$ cat config.mk
export PLATFORM = sky130hd
export DESIGN_NAME = life_grid_generation_engine
export DESIGN_NICKNAME = d
export VERILOG_FILES = /design/src/rtl/lge_pkg.sv /design/src/rtl/lge_row_ram.sv /design/src/rtl/lge_rule.sv /design/src/rtl/life_grid_generation_engine.sv
export SDC_FILE = /design/constraint.sdc
export NUM_CORES = 2
export LEC_CHECK = 0
export ABC_AREA = 1
export BUFFER_PORTS_ARGS = -buffer_cell sky130_fd_sc_hd__buf_4
export CAP_MARGIN = 20
export CORE_MARGIN = 3
export CORE_UTILIZATION = 55
export CTS_CLUSTER_SIZE = 14
export DETAILED_ROUTE_END_ITERATION = 10
export GPL_TIMING_DRIVEN = 0
export HOLD_SLACK_MARGIN = 0.03
export PLACE_DENSITY = 0.79
export SYNTH_ARGS = -nofsm -noshare
export SYNTH_HDL_FRONTEND = slang
export SYNTH_SLANG_ARGS = --single-unit
$ cat constraint.sdc
create_clock -name clk -period 16.24 [get_ports clk]
set_input_delay 0.812 -clock clk [delete_from_list [all_inputs] [get_ports clk]]
set_output_delay 0.812 -clock clk [all_outputs]
set_load 0.02 [all_outputs]
$ cat src/rtl/lge_pkg.sv
`default_nettype none

package lge_pkg;

    // Operation codes carried on s_tuser.
    typedef enum logic [1:0] {
        OP_WRITE = 2'd0,
        OP_READ  = 2'd1,
        OP_STEP  = 2'd2
    } lge_op_t;

    // Field widths of the input and result transactions.
    localparam int OP_W        = 2;
    localparam int ROW_FIELD_W = 5;
    localparam int COL_FIELD_W = 6;
    localparam int S_TDATA_W   = 16;
    localparam int POP_W       = 10;
    localparam int GEN_W       = 16;
    localparam int M_TDATA_W   = 32;
    localparam int OUT_PAD_W   = M_TDATA_W - 1 - POP_W - GEN_W;

    // Rule B3/S23: a dead cell is born on three neighbors, a live cell survives on two or three.
    localparam int NBR_W          = 4;
    localparam int BIRTH_COUNT    = 3;
    localparam int SURVIVE_COUNT  = 2;

endpackage

`default_nettype wire

$ cat src/rtl/lge_row_ram.sv
`default_nettype none

module lge_row_ram #(
    parameter int  DEPTH = 21,
    parameter int  WIDTH = 40,
    localparam int AW    = $clog2(DEPTH)
)(
    input  wire              clk,
    input  wire              wr_en,
    input  wire  [AW-1:0]    wr_addr,
    input  wire  [WIDTH-1:0] wr_data,
    input  wire              rd_en,
    input  wire  [AW-1:0]    rd_addr,
    output logic [WIDTH-1:0] rd_data
);

    // One grid row per entry.
    logic [WIDTH-1:0] mem [DEPTH];

    // Write port.
    always_ff @(posedge clk)
    begin
        if (wr_en)
        begin
            mem[wr_addr] <= wr_data;
        end
    end

    // Registered read port; the data holds until the next read.
    always_ff @(posedge clk)
    begin
        if (rd_en)
        begin
            rd_data <= mem[rd_addr];
        end
    end

endmodule

`default_nettype wire

$ cat src/rtl/lge_rule.sv
`default_nettype none

module lge_rule
    import lge_pkg::*;
#(
    parameter int COLS = 40
)(
    input  wire  [COLS-1:0] up_row,
    input  wire  [COLS-1:0] cur_row,
    input  wire  [COLS-1:0] dn_row,
    output logic [COLS-1:0] nxt_row
);

    // Each cell counts its eight neighbors, with the columns wrapping around.
    for (genvar c = 0; c < COLS; c++)
    begin : g_cell
        localparam int LF = (c == 0) ? COLS - 1 : c - 1;
        localparam int RT = (c == COLS - 1) ? 0 : c + 1;

        logic [NBR_W-1:0] nbr;

        assign nbr = NBR_W'(up_row[LF]) + NBR_W'(up_row[c]) + NBR_W'(up_row[RT])
                   + NBR_W'(cur_row[LF]) + NBR_W'(cur_row[RT])
                   + NBR_W'(dn_row[LF]) + NBR_W'(dn_row[c]) + NBR_W'(dn_row[RT]);

        assign nxt_row[c] = (nbr == NBR_W'(BIRTH_COUNT))
                         || ((nbr == NBR_W'(SURVIVE_COUNT)) && cur_row[c]);
    end

endmodule

`default_nettype wire

$ cat src/rtl/life_grid_generation_engine.sv
// A write or a read inside the grid passes through S_CELL and S_EMIT before its result is registered;
// an unused code or an out-of-range access goes straight to S_EMIT, which waits while a result is not yet taken.
// A generation, for each row in turn, computes and writes back the new row, then counts
// the live cells of that new row serially.
// One transaction is in work at a time; the next is accepted while the result still waits.
// Reset is asynchronous; after it a clearing pass writes every row dead, during which s_tready stays low.
`default_nettype none

module life_grid_generation_engine
    import lge_pkg::*;
#(
    parameter int GRID_ROWS = 21,
    parameter int GRID_COLS = 40
)(
    input  wire                   clk,
    input  wire                   rst_n,
    input  wire                   s_tvalid,
    output logic                  s_tready,
    input  wire  [S_TDATA_W-1:0]  s_tdata,   // row[4:0], col[10:5], alive[11], zeros[15:12]
    input  wire  [OP_W-1:0]       s_tuser,   // op[1:0]
    output logic                  m_tvalid,
    input  wire                   m_tready,
    output logic [M_TDATA_W-1:0]  m_tdata    // cell_value[0], population[10:1], generation[26:11]
);

    localparam int ROW_AW = $clog2(GRID_ROWS);
    localparam int COL_AW = $clog2(GRID_COLS);

    typedef enum logic [3:0] {
        S_CLEAR,
        S_IDLE,
        S_CELL,
        S_G_LD0,
        S_G_LD1,
        S_G_LD2,
        S_G_ROW,
        S_G_CNT,
        S_EMIT
    } state_t;

    state_t                 state_reg;
    logic [ROW_AW-1:0]      r_reg;
    logic [COL_AW-1:0]      bit_reg;
    logic [POP_W-1:0]       acc_reg;
    logic [POP_W-1:0]       pop_reg;
    logic [GEN_W-1:0]       gen_reg;
    logic                   cell_reg;
    logic                   is_write_reg;
    logic                   m_tvalid_reg;
    logic [M_TDATA_W-1:0]   m_tdata_reg;

    logic [ROW_AW-1:0]      row_reg;
    logic [COL_AW-1:0]      col_reg;
    logic                   alive_reg;
    logic [GRID_COLS-1:0]   up_reg;
    logic [GRID_COLS-1:0]   cur_reg;
    logic [GRID_COLS-1:0]   dn_reg;
    logic [GRID_COLS-1:0]   first_reg;
    logic [GRID_COLS-1:0]   shift_reg;

    logic                   accept;
    lge_op_t                op_in;
    logic [ROW_FIELD_W-1:0] row_in;
    logic [COL_FIELD_W-1:0] col_in;
    logic                   alive_in;
    logic                   in_grid;
    logic                   old_bit;
    logic                   last_col;
    logic                   last_row;

    logic                   wr_en;
    logic [ROW_AW-1:0]      wr_addr;
    logic [GRID_COLS-1:0]   wr_data;
    logic                   rd_en;
    logic [ROW_AW-1:0]      rd_addr;
    logic [GRID_COLS-1:0]   rd_data;
    logic [GRID_COLS-1:0]   nxt_row;
    logic [GRID_COLS-1:0]   modified_row;

    // Input fields and the range check for cell accesses.
    assign s_tready = (state_reg == S_IDLE);
    assign accept   = s_tvalid && s_tready;
    assign op_in    = lge_op_t'(s_tuser);
    assign row_in   = s_tdata[ROW_FIELD_W-1:0];
    assign col_in   = s_tdata[ROW_FIELD_W +: COL_FIELD_W];
    assign alive_in = s_tdata[ROW_FIELD_W + COL_FIELD_W];
    assign in_grid  = (int'(row_in) < GRID_ROWS) && (int'(col_in) < GRID_COLS);

    assign old_bit  = rd_data[col_reg];
    assign last_col = (bit_reg == COL_AW'(GRID_COLS - 1));
    assign last_row = (r_reg == ROW_AW'(GRID_ROWS - 1));

    assign m_tvalid = m_tvalid_reg;
    assign m_tdata  = m_tdata_reg;

    // The addressed row with the one cell replaced, for a cell write.
    always_comb
    begin
        modified_row          = rd_data;
        modified_row[col_reg] = alive_reg;
    end

    lge_row_ram #(
        .DEPTH (GRID_ROWS),
        .WIDTH (GRID_COLS)
    ) u_ram (
        .clk     (clk),
        .wr_en   (wr_en),
        .wr_addr (wr_addr),
        .wr_data (wr_data),
        .rd_en   (rd_en),
        .rd_addr (rd_addr),
        .rd_data (rd_data)
    );

    lge_rule #(
        .COLS (GRID_COLS)
    ) u_rule (
        .up_row  (up_reg),
        .cur_row (cur_reg),
        .dn_row  (dn_reg),
        .nxt_row (nxt_row)
    );

    // Memory accesses for each state.
    always_comb
    begin
        wr_en   = 1'b0;
        wr_addr = r_reg;
        wr_data = '0;
        rd_en   = 1'b0;
        rd_addr = r_reg;
        case (state_reg)
            S_CLEAR:
            begin
                wr_en = 1'b1;
            end
            S_IDLE:
            begin
                if (accept)
                begin
                    if (op_in == OP_STEP)
                    begin
                        rd_en   = 1'b1;
                        rd_addr = ROW_AW'(GRID_ROWS - 1);
                    end
                    else if (((op_in == OP_WRITE) || (op_in == OP_READ)) && in_grid)
                    begin
                        rd_en   = 1'b1;
                        rd_addr = ROW_AW'(row_in);
                    end
                end
            end
            S_CELL:
            begin
                wr_en   = is_write_reg;
                wr_addr = row_reg;
                wr_data = modified_row;
            end
            S_G_LD0:
            begin
                rd_en   = 1'b1;
                rd_addr = '0;
            end
            S_G_LD1:
            begin
                rd_en   = 1'b1;
                rd_addr = ROW_AW'(1);
            end
            S_G_ROW:
            begin
                // The new row overwrites row r; row r + 2 is still the old generation.
                wr_en   = 1'b1;
                wr_data = nxt_row;
                if (int'(r_reg) < GRID_ROWS - 2)
                begin
                    rd_en   = 1'b1;
                    rd_addr = r_reg + ROW_AW'(2);
                end
            end
            default:
            begin
                wr_en = 1'b0;
            end
        endcase
    end

    // Sequencer, counters and the result register.
    always_ff @(posedge clk or negedge rst_n)
    begin
        if (!rst_n)
        begin
            state_reg    <= S_CLEAR;
            r_reg        <= '0;
            bit_reg      <= '0;
            acc_reg      <= '0;
            pop_reg      <= '0;
            gen_reg      <= '0;
            cell_reg     <= 1'b0;
            is_write_reg <= 1'b0;
            m_tvalid_reg <= 1'b0;
            m_tdata_reg  <= '0;
        end
        else
        begin
            // In S_EMIT the result register is reloaded instead.
            if (m_tvalid_reg && m_tready && (state_reg != S_EMIT))
            begin
                m_tvalid_reg <= 1'b0;
            end
            case (state_reg)
                S_CLEAR:
                begin
                    if (last_row)
                    begin
                        r_reg     <= '0;
                        state_reg <= S_IDLE;
                    end
                    else
                    begin
                        r_reg <= r_reg + ROW_AW'(1);
                    end
                end
                S_IDLE:
                begin
                    if (accept)
                    begin
                        cell_reg <= 1'b0;
                        case (op_in)
                            OP_STEP:
                            begin
                                acc_reg   <= '0;
                                r_reg     <= '0;
                                state_reg <= S_G_LD0;
                            end
                            OP_WRITE, OP_READ:
                            begin
                                is_write_reg <= (op_in == OP_WRITE);
                                state_reg    <= in_grid ? S_CELL : S_EMIT;
                            end
                            default:
                            begin
                                state_reg <= S_EMIT;
                            end
                        endcase
                    end
                end
                S_CELL:
                begin
                    if (is_write_reg)
                    begin
                        if (old_bit && !alive_reg)
                        begin
                            pop_reg <= pop_reg - POP_W'(1);
                        end
                        else if (!old_bit && alive_reg)
                        begin
                            pop_reg <= pop_reg + POP_W'(1);
                        end
                    end
                    else
                    begin
                        cell_reg <= old_bit;
                    end
                    state_reg <= S_EMIT;
                end
                S_G_LD0:
                begin
                    state_reg <= S_G_LD1;
                end
                S_G_LD1:
                begin
                    state_reg <= S_G_LD2;
                end
                S_G_LD2:
                begin
                    state_reg <= S_G_ROW;
                end
                S_G_ROW:
                begin
                    bit_reg   <= '0;
                    state_reg <= S_G_CNT;
                end
                S_G_CNT:
                begin
                    // Count the live cells of the new row one column per cycle.
                    acc_reg <= acc_reg + POP_W'(shift_reg[0]);
                    if (last_col)
                    begin
                        bit_reg <= '0;
                        if (last_row)
                        begin
                            pop_reg   <= acc_reg + POP_W'(shift_reg[0]);
                            gen_reg   <= gen_reg + GEN_W'(1);
                            state_reg <= S_EMIT;
                        end
                        else
                        begin
                            r_reg     <= r_reg + ROW_AW'(1);
                            state_reg <= S_G_ROW;
                        end
                    end
                    else
                    begin
                        bit_reg <= bit_reg + COL_AW'(1);
                    end
                end
                S_EMIT:
                begin
                    if (!m_tvalid_reg || m_tready)
                    begin
                        m_tvalid_reg <= 1'b1;
                        m_tdata_reg  <= {{OUT_PAD_W{1'b0}}, gen_reg, pop_reg, cell_reg};
                        state_reg    <= S_IDLE;
                    end
                end
                default:
                begin
                    state_reg <= S_IDLE;
                end
            endcase
        end
    end

    // Row window and cell operands; payload only.
    always_ff @(posedge clk)
    begin
        case (state_reg)
            S_IDLE:
            begin
                if (accept)
                begin
                    row_reg   <= ROW_AW'(row_in);
                    col_reg   <= COL_AW'(col_in);
                    alive_reg <= alive_in;
                end
            end
            S_G_LD0:
            begin
                up_reg <= rd_data;
            end
            S_G_LD1:
            begin
                cur_reg   <= rd_data;
                first_reg <= rd_data;
            end
            S_G_LD2:
            begin
                dn_reg <= rd_data;
            end
            S_G_ROW:
            begin
                up_reg    <= cur_reg;
                cur_reg   <= dn_reg;
                shift_reg <= nxt_row;
            end
            S_G_CNT:
            begin
                shift_reg <= shift_reg >> 1;
                // The row below the next one; row 0 comes from the saved copy of the old one.
                if (last_col)
                begin
                    dn_reg <= (int'(r_reg) == GRID_ROWS - 2) ? first_reg : rd_data;
                end
            end
            default:
            begin
                shift_reg <= shift_reg;
            end
        endcase
    end

`ifndef SYNTHESIS
    // The generation count moves only when the last row of a generation is counted.
    a_gen_at_end: assert property (@(posedge clk) disable iff (!rst_n)
        (gen_reg != $past(gen_reg)) |-> ($past(state_reg) == S_G_CNT))
        else $error("generation count changed outside the end of a generation");

    // The row counter stays inside the grid while a generation runs.
    a_row_range: assert property (@(posedge clk) disable iff (!rst_n)
        ((state_reg == S_G_ROW) || (state_reg == S_G_CNT)) |-> (int'(r_reg) < GRID_ROWS))
        else $error("row counter left the grid");

    // The population never exceeds the number of cells when it fits the field.
    a_pop_bound: assert property (@(posedge clk) disable iff (!rst_n)
        (GRID_ROWS * GRID_COLS > 1023) || (int'(pop_reg) <= GRID_ROWS * GRID_COLS))
        else $error("population exceeds the grid size");

    // An accepted transaction always starts work.
    a_accept_busy: assert property (@(posedge clk) disable iff (!rst_n)
        (s_tvalid && s_tready) |=> (state_reg != S_IDLE))
        else $error("accepted transaction did not leave idle");

    // No result is offered before the clearing pass is done.
    a_clear_quiet: assert property (@(posedge clk) disable iff (!rst_n)
        (state_reg == S_CLEAR) |-> !m_tvalid_reg)
        else $error("result offered during the clearing pass");
`endif

endmodule

`default_nettype wire

==> summary.md <==
| Metric | Value |
|---|---|
| Setup_tns | `0 ps` |
| Final Hold Fails | `0` |
| CTS clk-pin slew, worst paths | `60 ps` |
| Clk sinks | `1,173` |
| Drt first pass iters | `7` |
| CTS Buf Count | `116` |
| Final net count | `6,000` |
| Root buffer cell | `clkbuf_16` |
| Fraction of layout cells with a size suffix above 1 | `9.29%` |
| Full die area | `110,000 µm²` |
| Total GRT Usage | `28.1%` |
| Clock latency at the later pin of the worst-skew pair | `720 ps` |
| Fmax | `188 MHz` |
| First-pass GRT wire length | `240,000 µm` |
| Commonest cells after routing, fill and taps aside | `1,092 x edfxtp_1, 1,090 x inv_1, 808 x nand3_1` |
| EDFF count, synth | `1,092` |
| Worst Hold Class | `input pin to flop` |
| Critical Path Fanout Max | `10` |
| Synthesis Warnings | `0` |
| Max cap viols | `0` |
| Initial core utilization | `55.9%` |
| Vias | `42,600` |
| Port buffer count | `46` |
| Synthesized area per cell | `10.7 µm²` |
| RSZ-0062 raised after global routing | `false` |
| Final routed DRC violation total | `0` |
| P_int | `4.76 mW` |
| Worst hold margin | `287 ps` |
| Period utilization | `32.7%` |
| Clk_skew | `58.6 ps` |
| DP Wirelength | `110,000 µm` |
| Die Y | `332 µm` |
| WS Path Type | `flop to flop` |
| Yosys cell types | `49` |
| Synthesized area | `58,400 µm²` |
| CP arrival | `5950 ps` |
| Initial antenna violation count | `2` |
| Antenna Nets Post-Route | `0` |
| PD cells | `90.1 nW/µm²` |
| Worst VDD drop | `87.7 µV` |
| WP data required | `16,880 ps` |
| Slew headroom | `20.5%` |
| Core area | `104,000 µm²` |
| WL per Instance | `22.0 µm` |
| Max reg flops | `840` |
| H-tree levels | `3` |
| Synth area leaders | `edfxtp_1 56%, inv_1 7.0%, nand3_1 6.9%` |
| Seq/Total Area, Yosys | `59.6%` |
| GR Overflow Total | `0` |
| Via/cell ratio | `5.95` |
| Commonest non-fill, non-tap cell in the layout | `edfxtp_1` |
| Initial drt markers | `6,403` |
| Largest net degree at the start of global routing | `82` |
| Number of global-route vias before repair | `42,200` |
| Number of synthesized register bits | `1,173` |
| Combinational power share | `0.3%` |
| Area growth syn-to-layout | `12.7%` |
| Slew @ Worst Pin | `1190 ps` |
| Top-area cell type share of the netlist area | `56.2%` |
| Worst setup SP type | `flop` |
| Async SR Flop Fraction | `6.91%` |
| Largest reg by FF count | `u_ram.mem` |
| Site Rows | `118` |
| Mapped Cells | `5,450` |
| Synth area leader | `edfxtp_1` |
| Drt total wl | `157,000 µm` |
| # setup viols final | `0` |
| Post-synth top flop | `edfxtp_1` |
| CP Capture Type | `flop` |
| Switching Fraction | `19.7%` |
| Switch Pwr | `1.16 mW` |
| Clk buf depth | `3` |
| Max Slew Vio Count | `0` |
| Outcome | `complete, no violations` |
| Fin crit period | `5310 ps` |
| CTS tree | `yes` |
| Register share of total power | `54.9%` |
| Die W | `332 µm` |
| Lkg Pwr | `26.6 nW` |
| Final Wtd Congestion | `1.02` |
| Ports | `56` |
| Clock network fraction of total power | `44.8%` |
repair_timing:
action,in CTS,in global routing
gates resized for setup,0,0
setup buffers,0,0
hold buffers,0,1
hold endpoints to repair,0,11
worst max-delay path, cell delays in order, from the launching register on:
cell,delay [ps]
edfxtp_1,460
nor3_1,970
clkinv_1,680
o221ai_1,330
o21ai_0,110
nand3_1,130
nand3b_1,340
ha_1,360
buf_2,290
xor2_1,220
ha_1,180
a21oi_1,60
nor2_1,210
o21ai_0,130
nor2_1,140
nor2_1,70
o21ai_0,200
xor2_1,160
nand2_1,60
a21oi_1,140
final cells by class:
class,instances,area (µm²)
antenna,3,7.51
buffer,276,1300
clock buffer,150,3120
clock inverter,62,592
fill,7561,38600
inverter,1099,4130
multi-input combinational,2906,18600
sequential,1173,34800
tap,1380,1730
timing repair buffer,115,1500
cells in the mapped netlist, drive strengths merged (2+ instances only):
| master | number |
|---|---|
| inv | 1096 |
| edfxtp | 1092 |
| nand3 | 809 |
| nand2 | 783 |
| o21ai | 207 |
| nor2 | 168 |
| nand3b | 163 |
| fa | 160 |
| o211ai | 159 |
| buf | 151 |
| ha | 131 |
| clkbuf | 125 |
| a21oi | 92 |
| dfrtp | 81 |
| o22ai | 51 |
| nor3 | 39 |
| a31o | 28 |
| mux2 | 25 |
| a31oi | 22 |
| xor2 | 22 |
| nand4 | 6 |
| a2111oi | 5 |
| nor4 | 5 |
| a221oi | 4 |
| a22oi | 3 |
| clkinv | 3 |
| o21bai | 3 |
| xnor2 | 3 |
| a211oi | 2 |
| o2111ai | 2 |
| o31ai | 2 |
metal layers:
metal,up-vias,track usage [%],wire (µm)
met2,2796,44.7,72600
met4,2,12.6,7700
met5,-,0,14
li1,18800,-,-
met3,586,6.42,18800
met1,20400,37.1,58200
through the flow:
step | cells | cell area [µm²] | setup WS [ps] | util [%] | power, mW
6_report | 7164 | 65800 | 10930 | 63.0 | 5.92
5_1_grt | 7161 | 65800 | 10840 | 63.0 | 6.05
4_1_cts | 7159 | 65700 | 11250 | 63.0 | 5.93
3_5_place_dp | 6947 | 62000 | 11280 | 59.4 | 3.33
3_3_place_gp | 6880 | 60500 | 8600 | 57.9 | 3.33
2_1_floorplan | 5454 | 58400 | 10460 | - | 3.32
power by group through the flow:
stage	combinational [mW]	sequential, mW	clock (mW)
after CTS	0.0148	3.26	2.66
final	0.0161	3.26	2.65
after floorplan	0.00479	3.32	0
after global routing	0.0176	3.25	2.78
after global placement	0.0144	3.32	0
after detailed placement	0.0148	3.32	0
cell families after synthesis:
kind of cell               share of synthesized area, %
muxes                                             0.482
and+or+nand+nor                                    15.8
DFF                                                59.6
buffers and inverters                              9.29
xor gates and xnor gates                          0.375
AOI/OAI and AO/OA                                  6.18
other                                           0.00642
adders and majority gates                          8.29
worst paths after layout:
kind,startpoint,to,slack (ps),cells past startpoint
max,col_reg[0],pop_reg[8],10930,19
min,s_tdata[4],row_reg[4],290,1
max reg2reg,col_reg[0],pop_reg[8],10930,19
min reg2reg,gen_reg[15],gen_reg[15],470,1
max in group asynchronous,rst_n,pop_reg[8],15150,3
min in group asynchronous,rst_n,m_tdata[12],500,2
Note: power is estimated with default switching activity, not from simulation.
